--- config.mk ---
export PLATFORM = sky130hd
export DESIGN_NAME = tkat_ram
export DESIGN_NICKNAME = d
export VERILOG_FILES = /design/src/tkat_ram.sv
export SDC_FILE = /design/constraint.sdc
export NUM_CORES = 2
export LEC_CHECK = 0
export CORE_UTILIZATION = 24
export CTS_CLUSTER_SIZE = 30
export DETAILED_ROUTE_END_ITERATION = 8
export DONT_BUFFER_PORTS = 1
export SLEW_MARGIN = 15
export SYNTH_ARGS = -nofsm -noshare
export SYNTH_HDL_FRONTEND = slang
export SYNTH_SLANG_ARGS = --single-unit
export TNS_END_PERCENT = 5
--- constraint.sdc ---
create_clock -name clk -period 5.8 [get_ports clk]
set_input_delay 0.58 -clock clk [delete_from_list [all_inputs] [get_ports clk]]
set_output_delay 0.58 -clock clk [all_outputs]
set_load 0.01 [all_outputs]
--- src/tkat_ram.sv ---
// ----------------------------------------------------------------------------
// Generic single-port-write RAM
// One write port and one read port with registered read data.
// ----------------------------------------------------------------------------
module tkat_ram #(
	parameter int WIDTH = 64,
	parameter int DEPTH = 64,
	parameter int AW    = $clog2(DEPTH)
) (
	input  logic             clk,
	input  logic             we,
	input  logic [AW-1:0]    waddr,
	input  logic [WIDTH-1:0] wdata,
	input  logic             re,
	input  logic [AW-1:0]    raddr,
	output logic [WIDTH-1:0] rdata_q
);

	logic [WIDTH-1:0] mem_q [DEPTH];

	always_ff @(posedge clk) begin
		if (we) begin
			mem_q[waddr] <= wdata;
		end
		if (re) begin
			rdata_q <= mem_q[raddr];
		end
	end

endmodule

==> impl_metrics.csv <==
group,metric,value,unit
status,outcome,"completed",
pwr,peakVddDrop,0.309,mV
critical_path,critPathArrivalTime,4.53,ns
yosys,synth_xor_area_share,0,%
clock_network,root_buffer,"clkbuf_16",
floorplan,die_h,811,um
sta,finalCritPeriodShare,65.8,%
yosys,synth_top_family_by_area,"multiplexers",
min_path,hp-start,"re",
clock_network,cts_sinks,4160,
detailed_routing,dr.first_iter.drc_count,10400,
cells_and_area,drive_above_1_share,26.9,%
cells_and_area,final_common_cell,"edfxtp_1",
critical_path,critPathLaunchType,"primary input",
clock_network,cts_max_level,5,
placement,io_buffers,0,
floorplan,die_w,811,um
detailed_routing,routed_wl,450,mm
critical_path,path_common_cell,"buf_16",
detailed_routing,wl_per_cell,28.2,um
sta,fin_skew,0.0866,ns
critical_path,startpoint,"raddr[0]",
min_path,whs_path_depth,1,
clock_network,insertion_delay,1.02,ns
yosys,yosys.cell_types.count,32,
yosys,synth-adder-area-share,0,%
sta,timing.hold.ws,0.0381,ns
floorplan,std_cell_rows,296,
yosys,yosys_warnings,0,
detailed_routing,drc,0,
sta,slew_headroom,20.3,%
detailed_routing,viasPerCell,4.70,
critical_path,crit_path_max_incr_delay,0.64,ns
yosys,yosys-top-cells-area,"edfxtp_1, mux4_2, mux2i_1",
global_routing,grt_pass1_wl,619,mm
clock_network,clk_pin_slew_worst_paths,0.07,ns
sta,drv_slew,0,
yosys,netlist_area,0.157,sq mm
clock_network,cts_buffer_depth,4,
sta,worst_slack,1.98,ns
min_path,hp-class,"primary input to flip-flop",
yosys,synth_area_per_cell,23.8,sq um
cells_and_area,fin_util,28.4,%
pwr,p_leak,55.5,nW
placement,place.detailed.hpwl,234,mm
critical_path,worstPathMaxFanout,104,
yosys,muxShareOfSynthArea,15.6,%
global_routing,grt_pass1_vias,76500,
critical_path,worst_r2r_path_depth,5,
floorplan,io_pins,143,
placement,gp_congestion,0.745,
cells_and_area,area_growth,17.7,%
global_routing,grt_overflow,0,
cells_and_area,mostFrequentLayoutCells,"edfxtp_1, mux4_2, clkbuf_16, a22oi_1, mux2i_1",
sta,rsz0062_at_grt,"false",
detailed_routing,ant_nets,0,
clock_network,tritoncts,"built",
yosys,yosysTopAreaCell,"edfxtp_1",
yosys,seq_area_frac_synth,79.6,%
cells_and_area,final_area,0.185,sq mm
pwr,p_per_area,338,mW/mm^2
yosys,synth_top_area_share,79.6,%
floorplan,start_util,24.1,%
critical_path,slowest_stage,"buf_16",
critical_path,r2r_slack,3.41,ns
placement,place_ws,1.01,ns
detailed_routing,first_pass_iters,5,
clock_network,cts_setup_buffers,0,
global_routing,grt_antenna_before_repair,40,
floorplan,core_area,0.651,sq mm
sta,setup_violations,0,
run,drv_cap,0,
critical_path,end_kind,"flip-flop",
detailed_routing,vias,74900,
clock_network,cts_resized,0,
clock_network,cts_buffers,409,
yosys,synth_nets,6677,
critical_path,r2r_start,"mem_q[8][48]",
sta,clock.fmax,262,MHz
sta,fin_crit,3.82,ns
cells_and_area,fin_nets,7045,
yosys,ys_ff_latch,4160,
placement,placed_area,0.169,sq mm
yosys,synth_compound_area_share,2.47,%
global_routing,grt_max_degree,412,
yosys,syn_inst,6598,
critical_path,required,6.51,ns
sta,tightestPinTransition,1.19,ns
cells_and_area,fill_cells,62600,
critical_path,setup.worst_path.class,"primary input to flip-flop",
yosys,synth_simple_gate_area_share,1.23,%
global_routing,grt.total_usage,13.2,%
critical_path,cp_cell_sequence,"buf_16 -> buf_16 -> buf_16 -> buf_16 -> mux4_2 -> mux2i_1 -> nand2_1 -> a41oi_1 -> a211oi_1",
floorplan,die-area,0.657,sq mm
sta,hold_viol,0,
synth_stat cells (all sizes together):
cell	count
and3	64
mux4	1024
a22oi	168
a31oi	18
edfxtp	4160
nand3b	2
a2bb2oi	19
nor2b	28
a211oi	63
o221ai	38
nor2	112
clkbuf	140
o22ai	83
or3b	1
and2	3
a31o	1
inv	19
nand2	58
a22o	88
nand2b	11
nand4	2
buf	230
nand4b	1
mux2i	135
nor3	2
nand3	45
a41oi	26
or3	29
or2	28
final timing paths:
| path | to |
|---|---|
| max | rdata_q[24] |
| min | rdata_q[12] |
| max reg2reg | rdata_q[48] |
| min reg2reg | rdata_q[14] |
per-stage QoR:
| step | setup TNS, ns | power, mW | std cells |
|---|---|---|---|
| final | 0 | 62.5 | 16000 |
| after global routing | 0 | 64.1 | 16000 |
| after CTS | 0 | 62.8 | 15900 |
| after detailed placement | 0 | 36.4 | 15100 |
| after global placement | 0 | 36.4 | 15100 |
| after floorplan | -13.43 | 35.6 | 6598 |
cell families (layout without fill, tap and decap cells):
| family | count (synthesis) | count (layout) |
|---|---|---|
| flops | 4160 | 4160 |
| mux | 1159 | 1159 |
| compound gates | 504 | 504 |
| buf+inv | 389 | 1097 |
| simple gates | 386 | 386 |
| other cells | 0 | 11 |
power by group:
group | internal (mW) | switching (mW)
combinational | 1.14 | 1.77
sequential | 33.3 | 0.170
clock | 14.6 | 11.4
cell type report:
type                    instances  area, sq um  share of cell area, %
multi-input cells            2049        30800                   16.7
clock buffers                 499        10600                   5.74
inverters                      19         71.3                 0.0386
diodes                         11         27.5                 0.0149
repair buffers                327         5070                   2.74
clock inverters               252         2470                   1.34
flip-flops and latches       4160       125000                   67.6
well taps                    8642        10800                   5.85
registers in the layout, indices dropped and copies added (netlist names):
signal / cells
mem_q: 4096
rdata_q: 64
routing by layer:
metal | vias to the layer above | global-route usage (%) | wire length, um
li1 | 29300 | - | -
met1 | 41000 | 17.2 | 175000
met2 | 3859 | 22.7 | 223000
met3 | 719 | 2.25 | 37400
met4 | 6 | 3.59 | 13300
met5 | - | 0 | 34
worst max-delay path, delay by kind of cell:
kind,cells,cell delay (ns)
AO/OA/AOI/OAI,2,0.43
buffers and inverters,4,2.05
AND/OR/NAND/NOR,1,0.08
multiplexers,2,0.76
repair_timing:
item,in CTS,in global routing
setup endpoints to repair,0,0
hold buffers,130,0
endpoints found under the hold margin,4126,0
Note: power is estimated with default switching activity, not from simulation.
