## config.mk

```make
export PLATFORM = sky130hd
export DESIGN_NAME = tkat_seq
export DESIGN_NICKNAME = d
export VERILOG_FILES = /design/src/tkat_pkg.sv /design/src/tkat_match.sv /design/src/tkat_seq.sv
export SDC_FILE = /design/constraint.sdc
export NUM_CORES = 1
export LEC_CHECK = 0
export BUFFER_PORTS_ARGS = -buffer_cell sky130_fd_sc_hd__buf_2
export CAP_MARGIN = 20
export CELL_PAD_IN_SITES_DETAIL_PLACEMENT = 0
export CELL_PAD_IN_SITES_GLOBAL_PLACEMENT = 1
export CORE_AREA = 2 2 444 446
export DETAILED_ROUTE_END_ITERATION = 12
export DIE_AREA = 0 0 446 448
export PLACE_DENSITY_LB_ADDON = 0.1
export SETUP_SLACK_MARGIN = 0.05
export SLEW_MARGIN = 20
export SYNTH_ARGS = -nofsm -noshare
export SYNTH_HDL_FRONTEND = slang
export SYNTH_SLANG_ARGS = --single-unit
```

## constraint.sdc

```tcl
create_clock -name clk -period 13.25 [get_ports clk]
set_input_delay 0.6625 -clock clk [delete_from_list [all_inputs] [get_ports clk]]
set_output_delay 0.6625 -clock clk [all_outputs]
set_load 0.02 [all_outputs]
```

## src/tkat_pkg.sv

```systemverilog
// ----------------------------------------------------------------------------
// Triple-key address table package
// Widths, command codes, table selectors and the structs passed between the
// sequencer, the shared match unit and the table memories.
// ----------------------------------------------------------------------------
package tkat_pkg;

	localparam int ENTRIES   = 64;
	localparam int IDX_W     = $clog2(ENTRIES);
	localparam int TABLES    = 3;
	localparam int WORDS     = 4;
	localparam int WORD_W    = 64;
	localparam int WSEL_W    = $clog2(WORDS);
	localparam int VAL_DEPTH = ENTRIES * WORDS;
	localparam int VAL_AW    = IDX_W + WSEL_W;

	localparam int CMD_W   = 3;
	localparam int SHORT_W = 16;
	localparam int MID_W   = 32;
	localparam int LONG_W  = 64;
	localparam int CNT_W   = 7;

	localparam int IN_DATA_W  = SHORT_W + MID_W + LONG_W + WORDS * WORD_W;
	localparam int OUT_BITS   = WORDS * WORD_W + CNT_W;
	localparam int OUT_DATA_W = ((OUT_BITS + 7) / 8) * 8;
	localparam int OUT_PAD    = OUT_DATA_W - OUT_BITS;

	localparam logic [CMD_W-1:0] CMD_REGISTER     = 3'd0;
	localparam logic [CMD_W-1:0] CMD_UNREGISTER   = 3'd1;
	localparam logic [CMD_W-1:0] CMD_LOOKUP_SHORT = 3'd2;
	localparam logic [CMD_W-1:0] CMD_LOOKUP_MID   = 3'd3;
	localparam logic [CMD_W-1:0] CMD_LOOKUP_LONG  = 3'd4;

	typedef logic [WORD_W-1:0] word_t;
	typedef logic [WORDS-1:0][WORD_W-1:0] words_t;

	typedef enum logic [1:0] {
		OP_INSERT = 2'd0,
		OP_REMOVE = 2'd1,
		OP_FIND   = 2'd2,
		OP_NONE   = 2'd3
	} op_t;

	typedef enum logic [1:0] {
		TBL_SHORT = 2'd0,
		TBL_MID   = 2'd1,
		TBL_LONG  = 2'd2
	} tbl_t;

	typedef struct packed {
		logic [SHORT_W-1:0] short_k;
		logic [MID_W-1:0]   mid_k;
		logic [LONG_W-1:0]  long_k;
	} keys_t;

	typedef struct packed {
		op_t  op;
		tbl_t tbl;
		logic slot_valid;
	} match_req_t;

	typedef struct packed {
		logic hit;
		logic fresh;
	} match_rsp_t;

	typedef struct packed {
		logic [TABLES-1:0] key_we;
		logic [IDX_W-1:0]  key_waddr;
		keys_t             wkeys;
		logic              key_re;
		logic [IDX_W-1:0]  key_raddr;
		logic [TABLES-1:0] val_we;
		logic              val_re;
		logic [VAL_AW-1:0] val_addr;
		word_t             val_wdata;
	} ram_ctrl_t;

endpackage

```

## src/tkat_match.sv

```systemverilog
// ----------------------------------------------------------------------------
// Shared slot match unit
// One key comparator used by every scan step; decides whether the slot under
// test is taken by an insert, a removal or a lookup.
// ----------------------------------------------------------------------------
module tkat_match (
	input  tkat_pkg::match_req_t req,
	input  tkat_pkg::keys_t      want,
	input  tkat_pkg::keys_t      stored,
	output tkat_pkg::match_rsp_t rsp
);

	import tkat_pkg::*;

	logic [LONG_W-1:0] want_ext;
	logic [LONG_W-1:0] stored_ext;
	logic              eq;

	always_comb begin
		case (req.tbl)
			TBL_SHORT: begin
				want_ext   = LONG_W'(want.short_k);
				stored_ext = LONG_W'(stored.short_k);
			end
			TBL_MID: begin
				want_ext   = LONG_W'(want.mid_k);
				stored_ext = LONG_W'(stored.mid_k);
			end
			default: begin
				want_ext   = want.long_k;
				stored_ext = stored.long_k;
			end
		endcase
		eq = (want_ext == stored_ext);
		rsp.hit   = 1'b0;
		rsp.fresh = 1'b0;
		case (req.op) inside
			OP_INSERT: begin
				rsp.hit   = !req.slot_valid || eq;
				rsp.fresh = !req.slot_valid;
			end
			OP_REMOVE, OP_FIND: begin
				rsp.hit = req.slot_valid && eq;
			end
			default: begin
			end
		endcase
	end

endmodule

```

## src/tkat_seq.sv

```systemverilog
// ----------------------------------------------------------------------------
// Triple-key address table sequencer
// Scans the tables one slot per cycle through the shared match unit, keeps the
// valid bits and the entry count, moves value words and holds the result.
// ----------------------------------------------------------------------------
module tkat_seq (
	input  logic                                        clk,
	input  logic                                        arst_n,
	input  logic                                        s_tvalid,
	output logic                                        s_tready,
	input  logic [tkat_pkg::CMD_W-1:0]                  cmd,
	input  tkat_pkg::keys_t                             keys,
	input  tkat_pkg::words_t                            key_words,
	output tkat_pkg::ram_ctrl_t                         ctrl,
	input  tkat_pkg::keys_t                             stored_keys,
	input  logic [tkat_pkg::TABLES-1:0][tkat_pkg::WORD_W-1:0] val_rdata,
	output logic                                        m_tvalid,
	input  logic                                        m_tready,
	output logic                                        found,
	output tkat_pkg::words_t                            value_words,
	output logic [tkat_pkg::CNT_W-1:0]                  entry_count
);

	import tkat_pkg::*;

	typedef enum logic [4:0] {
		ST_IDLE   = 5'b00001,
		ST_SCAN   = 5'b00010,
		ST_VWRITE = 5'b00100,
		ST_VREAD  = 5'b01000,
		ST_RESULT = 5'b10000
	} state_t;

	state_t                        state_q;
	op_t                           op_q;
	tbl_t                          tbl_q;
	keys_t                         item_keys_q;
	words_t                        item_words_q;
	logic [IDX_W:0]                rd_idx_q;
	logic                          cmp_live_s1;
	logic [IDX_W-1:0]              cmp_idx_s1;
	logic [IDX_W-1:0]              slot_q;
	logic [WSEL_W:0]               wcnt_q;
	logic                          vrd_live_s1;
	logic [WSEL_W-1:0]             vrd_w_s1;
	logic                          found_q;
	words_t                        res_q;
	logic [TABLES-1:0][ENTRIES-1:0] valid_q;
	logic [CNT_W-1:0]              count_q;
	logic                          out_vld_q;
	logic                          out_found_q;
	words_t                        out_words_q;
	logic [CNT_W-1:0]              out_count_q;

	op_t        op_in;
	tbl_t       tbl_in;
	tbl_t       tbl_next;
	match_req_t req;
	match_rsp_t rsp;
	logic       rd_more;
	logic       scan_hit;
	logic       scan_end;
	logic       last_tbl;
	logic       wr_last;
	logic       rd_last;
	logic       out_load;
	word_t      val_sel;

	always_comb begin
		unique case (cmd)
			CMD_REGISTER: begin
				op_in  = OP_INSERT;
				tbl_in = TBL_SHORT;
			end
			CMD_UNREGISTER: begin
				op_in  = OP_REMOVE;
				tbl_in = TBL_SHORT;
			end
			CMD_LOOKUP_SHORT: begin
				op_in  = OP_FIND;
				tbl_in = TBL_SHORT;
			end
			CMD_LOOKUP_MID: begin
				op_in  = OP_FIND;
				tbl_in = TBL_MID;
			end
			CMD_LOOKUP_LONG: begin
				op_in  = OP_FIND;
				tbl_in = TBL_LONG;
			end
			default: begin
				op_in  = OP_NONE;
				tbl_in = TBL_SHORT;
			end
		endcase
		unique case (tbl_q)
			TBL_SHORT: tbl_next = TBL_MID;
			default:   tbl_next = TBL_LONG;
		endcase
	end

	assign req.op         = op_q;
	assign req.tbl        = tbl_q;
	assign req.slot_valid = valid_q[tbl_q][cmp_idx_s1];

	tkat_match u_match (
		.req   (req),
		.want  (item_keys_q),
		.stored(stored_keys),
		.rsp   (rsp)
	);

	assign rd_more  = rd_idx_q < (IDX_W + 1)'(ENTRIES);
	assign scan_hit = (state_q == ST_SCAN) && cmp_live_s1 && rsp.hit;
	assign scan_end = (state_q == ST_SCAN) && cmp_live_s1 && !rsp.hit &&
		(cmp_idx_s1 == IDX_W'(ENTRIES - 1));
	assign last_tbl = (op_q == OP_FIND) || (op_q == OP_NONE) || (tbl_q == TBL_LONG);
	assign wr_last  = wcnt_q == (WSEL_W + 1)'(WORDS - 1);
	assign rd_last  = vrd_live_s1 && (vrd_w_s1 == WSEL_W'(WORDS - 1));
	assign out_load = (state_q == ST_RESULT) && (!out_vld_q || m_tready);
	assign val_sel  = val_rdata[tbl_q];

	always_comb begin
		ctrl            = '0;
		ctrl.key_raddr  = rd_idx_q[IDX_W-1:0];
		ctrl.key_re     = (state_q == ST_SCAN) && rd_more;
		ctrl.key_waddr  = cmp_idx_s1;
		ctrl.wkeys      = item_keys_q;
		ctrl.key_we[tbl_q] = scan_hit && (op_q == OP_INSERT);
		ctrl.val_addr   = {slot_q, wcnt_q[WSEL_W-1:0]};
		ctrl.val_wdata  = item_words_q[wcnt_q[WSEL_W-1:0]];
		ctrl.val_we[tbl_q] = (state_q == ST_VWRITE);
		ctrl.val_re     = (state_q == ST_VREAD) && (wcnt_q < (WSEL_W + 1)'(WORDS));
	end

	always_ff @(posedge clk or negedge arst_n) begin
		if (!arst_n) begin
			state_q     <= ST_IDLE;
			op_q        <= OP_NONE;
			tbl_q       <= TBL_SHORT;
			rd_idx_q    <= '0;
			cmp_live_s1 <= 1'b0;
			wcnt_q      <= '0;
			vrd_live_s1 <= 1'b0;
			valid_q     <= '0;
			count_q     <= '0;
			out_vld_q   <= 1'b0;
		end else begin
			if (out_load) begin
				out_vld_q <= 1'b1;
			end else if (m_tready) begin
				out_vld_q <= 1'b0;
			end
			unique case (state_q)
				ST_IDLE: begin
					if (s_tvalid) begin
						op_q        <= op_in;
						tbl_q       <= tbl_in;
						rd_idx_q    <= '0;
						cmp_live_s1 <= 1'b0;
						state_q     <= (op_in == OP_NONE) ? ST_RESULT : ST_SCAN;
					end
				end
				ST_SCAN: begin
					if (rd_more) begin
						rd_idx_q <= rd_idx_q + 1'b1;
					end
					cmp_live_s1 <= rd_more;
					if (scan_hit) begin
						cmp_live_s1 <= 1'b0;
						wcnt_q      <= '0;
						vrd_live_s1 <= 1'b0;
						unique case (op_q)
							OP_INSERT: begin
								valid_q[tbl_q][cmp_idx_s1] <= 1'b1;
								if (rsp.fresh && (tbl_q == TBL_SHORT)) begin
									count_q <= count_q + 1'b1;
								end
								state_q <= ST_VWRITE;
							end
							OP_REMOVE: begin
								valid_q[tbl_q][cmp_idx_s1] <= 1'b0;
								if (tbl_q == TBL_SHORT) begin
									count_q <= count_q - 1'b1;
								end
								if (last_tbl) begin
									state_q <= ST_RESULT;
								end else begin
									tbl_q    <= tbl_next;
									rd_idx_q <= '0;
								end
							end
							OP_FIND: begin
								state_q <= ST_VREAD;
							end
							default: begin
								state_q <= ST_RESULT;
							end
						endcase
					end else if (scan_end) begin
						cmp_live_s1 <= 1'b0;
						if (last_tbl) begin
							state_q <= ST_RESULT;
						end else begin
							tbl_q    <= tbl_next;
							rd_idx_q <= '0;
						end
					end
				end
				ST_VWRITE: begin
					wcnt_q <= wcnt_q + 1'b1;
					if (wr_last) begin
						if (last_tbl) begin
							state_q <= ST_RESULT;
						end else begin
							tbl_q       <= tbl_next;
							rd_idx_q    <= '0;
							cmp_live_s1 <= 1'b0;
							state_q     <= ST_SCAN;
						end
					end
				end
				ST_VREAD: begin
					if (ctrl.val_re) begin
						wcnt_q <= wcnt_q + 1'b1;
					end
					vrd_live_s1 <= ctrl.val_re;
					if (rd_last) begin
						vrd_live_s1 <= 1'b0;
						state_q     <= ST_RESULT;
					end
				end
				ST_RESULT: begin
					if (out_load) begin
						state_q <= ST_IDLE;
					end
				end
				default: begin
					state_q <= ST_IDLE;
				end
			endcase
		end
	end

	always_ff @(posedge clk) begin
		if ((state_q == ST_IDLE) && s_tvalid) begin
			item_keys_q  <= keys;
			item_words_q <= key_words;
			found_q      <= 1'b0;
			res_q        <= '0;
		end
		cmp_idx_s1 <= rd_idx_q[IDX_W-1:0];
		if (scan_hit) begin
			slot_q <= cmp_idx_s1;
		end
		vrd_w_s1 <= wcnt_q[WSEL_W-1:0];
		if ((state_q == ST_VREAD) && vrd_live_s1) begin
			res_q[vrd_w_s1] <= val_sel;
			if (rd_last) begin
				found_q <= 1'b1;
			end
		end
		if (out_load) begin
			out_found_q <= found_q;
			out_words_q <= res_q;
			out_count_q <= count_q;
		end
	end

	assign s_tready    = (state_q == ST_IDLE);
	assign m_tvalid    = out_vld_q;
	assign found       = out_found_q;
	assign value_words = out_words_q;
	assign entry_count = out_count_q;

	a_count_tracks_valid: assert property (@(posedge clk) disable iff (!arst_n)
		count_q == CNT_W'($countones(valid_q[TBL_SHORT])))
		else $error("entry count differs from the short-table valid bits");

	a_write_slot_valid: assert property (@(posedge clk) disable iff (!arst_n)
		(state_q == ST_VWRITE) |-> valid_q[tbl_q][slot_q])
		else $error("value words written into a slot that is not valid");

	a_found_only_lookup: assert property (@(posedge clk) disable iff (!arst_n)
		((state_q == ST_RESULT) && found_q) |-> (op_q == OP_FIND))
		else $error("hit flag raised for a command that is not a lookup");

	a_result_leaves_on_transfer: assert property (@(posedge clk) disable iff (!arst_n)
		$fell(out_vld_q) |-> $past(m_tready))
		else $error("result dropped without a transfer");

endmodule

```

==> summary.md <==
| Metric | Value |
|---|---|
| Status | complete, no violations |
| Final Hold Vio Count | 0 |
| Cell area power density | 180 mW/mm^2 |
| Post-synth EDFFs | 638 |
| Clock tree sinks | approximately 1100 |
| Die width | 446 microns |
| Max Clock Skew | 0.0204 ns |
| Area grow syn2layout | 35.2% |
| Setup TNS | 0 ns |
| Post-DP HPWL | between 100000 and 150000 microns |
| Ys flop type | edfxtp_1 |
| Fraction of layout cells with a size suffix above 1 | 34.4% |
| Post-route ant nets | 0 |
| Hold_buf cts | 289 |
| Final hold slack | 0.0789 ns |
| Gpl congestion | between 0.8 and 0.9 |
| CP max FO | approximately 120 |
| Max VDD drop | 110 uV |
| Slew Limit Fails | 0 |
| Die H | 448 microns |
| Worst path arrival time | 6.06 ns |
| FILL cells | 19946 |
| Critical path class | reg -> out |
| Routed WL | 194000 microns |
| Initial antenna violation count | 83 |
| CP Capture Type | output port |
| Yosys reg bits | 1124 |
| DR WL/cell | 26.3 microns |
| Fin nets | 5368 |
| Initial Utilization | between 20% and 30% |
| Fin area | 0.0606 sq mm |
| Longest Clk Path Bufs | 3 |
| DRC | 0 |
| CTS tree | yes |
| Placed Cells | roughly 6800 |
| Setup WS post-layout | 6.53 ns |
| Avg Cell Area, Syn | between 10 and 15 sq um |
| First-pass detailed-route iteration total | 7 |
| Site row count | 162 |
| CP Data Required Time | 12.59 ns |
| First-pass GRT wire length | about 260000 microns |
| Warnings from Yosys | 0 |
| RSZ-0062 raised after global routing | no |
| Clk root buf | clkbuf_16 |
| Worst-Skew Late Latency | 0.76 ns |
| Final setup fails | 0 |
| Clock buffer count from CTS | 142 |
| Post-CTS Resized | 0 |
| Number of global-route vias before repair | ~33000 |
| Mapped Cells | roughly 3300 |
| IO Port Bufs | about 1100 |
| Final period utilization | 50.7% |
| Layout Cells excl Fill | 7367 |
| Slew margin rel. | approximately 32% |
| LEAKAGE | 24.5 nW |
| Post-CTS setup buffer count | 0 |
| DP Area | around 0.053 sq mm |
| Worst-Margin Slew | around 1 ns |
| Tmin final | 6.72 ns |
| Core area | 0.195 sq mm |
| Die Area | ~0.2 sq mm |
| Worst setup SP type | flop |
| Grt total ovfl | 0 |
| Vias post-DR | roughly 32000 |
| Largest net degree at the start of global routing | 178 |
| Flop-to-flop setup slack | 7.03 ns |
| Max-cap violation count | 0 |
| Worst slack, placed | roughly 7 ns |
| Fmax | 149 MHz |
| Io pins | 1149 |
| Register area share after synthesis | roughly two thirds |
| Mapped Area | 0.0448 sq mm |
| Clk slew on worst S/H paths | 0.06 ns |
| Cell variety after synth | 74 |
| Vias per inst | 4.34 |
| Ys async rst share | 19.7% |
| CTS H-Tree Depth | 4 |
| Gr usage total | 18.7% |
| Post-Syn Nets | 3968 |
| DR iter-0 viols | 1738 |
| Worst Hold Class | in -> reg |
-- where the power goes --
group	internal (W)	switching, W	leakage [nW]
registers	0.00416	0.000302	11.1
clock network	0.00224	0.00160	2.23
logic	0.000762	0.00182	11.2
total	0.00716	0.00373	24.5
-- worst paths after layout --
path	from	cells after the start	end
worst max-delay path	tbl_q[0]	14	ctrl[203]
worst min-delay path	key_words[122]	1	item_words_q[122]
worst max register to register	tbl_q[0]	14	flop
worst min register to register	res_q[181]	0	value_words[181]
max in group asynchronous	arst_n	3	tbl_q[0]
min in group asynchronous	arst_n	2	asynchronous set/reset pin
-- cells by family (layout without fill, tap and decap cells) --
kind of cell             after synthesis  count (layout)  synth area share, %
AND/OR/NAND/NOR                      832             832                 8.72
multiplexers                         408             408                 12.5
AO/OA/AOI/OAI                        548             548                 6.83
XOR/XNOR                              87              87                 1.70
buffers and inverters                264            1777                 2.95
other                                  0              36                    0
adder cells (fa/ha/maj)               13              13                0.380
flip-flops                          1124            1124                 66.9
-- layout by cell type (no fill, tap or decap), drive strengths merged, types with 21 or more instances in the layout --
master          n
diode          36
dlygate4sd3   289
edfxtp        638
o21ai         352
a21oi          96
nand2b         26
xnor2          59
buf          1200
nor2          171
clkbuf        207
nand2         253
dfrtp         218
clkinv         34
nand3         274
mux2i         139
inv            39
xor2           28
mux4           64
nand3b         21
mux2          205
dfxtp         265
-- Yosys cell counts (7+ instances only) --
library cell	n	area share (%)
nand2b_1	26	0.36
dfxtp_1	265	12
nor3_1	7	0.078
xnor2_1	59	1.2
mux4_2	64	3.2
a211o_1	16	0.31
buf_1	38	0.32
buf_4	15	0.25
inv_1	29	0.24
clkbuf_1	126	1.1
nor2_1	171	1.4
dfrtp_1	218	12
a21oi_1	96	1.1
mux2_4	120	4.0
xor2_1	28	0.55
nand4_1	18	0.25
ha_1	12	0.34
mux2_1	53	1.3
mux2_2	32	0.80
nor2b_1	18	0.25
a32oi_1	8	0.16
mux2i_1	139	3.1
nand3_1	274	3.1
a22oi_1	8	0.13
buf_6	31	0.78
edfxtp_1	638	43
nand2_1	253	2.1
a31oi_1	17	0.24
nand3b_1	21	0.35
o21ai_0	348	3.9
or3_1	7	0.098
buf_2	23	0.26
-- critical path: stages, from the launching register on --
cell      delay, ns
dfrtp_4        0.65
buf_12         0.51
buf_4          0.72
mux2i_1        0.25
o21ai_0        0.11
xnor2_1        0.24
nand4_1        0.14
or4_1          0.50
nor4_1         0.47
buf_4          0.22
a2bb2o_1       0.44
nor2_1         0.31
nand3_1        0.23
nor2_1         0.17
buf_2          0.17
-- layout make-up --
type                    instances  area (sq um)  area share [%]
clock buffers                 207          4060            6.71
well taps                    2542          3180            5.25
multi-input cells            1888         13600            22.4
clock inverters                50           478           0.789
inverters                      30           123           0.202
repair buffers               1490          9090            15.0
flip-flops and latches       1124         30000            49.5
diodes                         36          90.1           0.149
-- routing by layer --
layer	vias to the layer above	part of all wire, %	track usage, %
met2	1030	52	33.9
met1	15764	37	20.5
met3	306	6.3	5.27
met5	-	0.068	0
met4	20	4.0	7.48
li1	14883	-	-
-- stage by stage --
step / util (%) / power [W]
after global placement: 27.3 / 0.00716
final: 31.1 / 0.0109
after CTS: 31.1 / 0.0112
after global routing: 31.1 / 0.0114
after floorplan: - / 0.00600
after detailed placement: 27.3 / 0.00715
No activity file was read; power rests on OpenSTA's default activity.
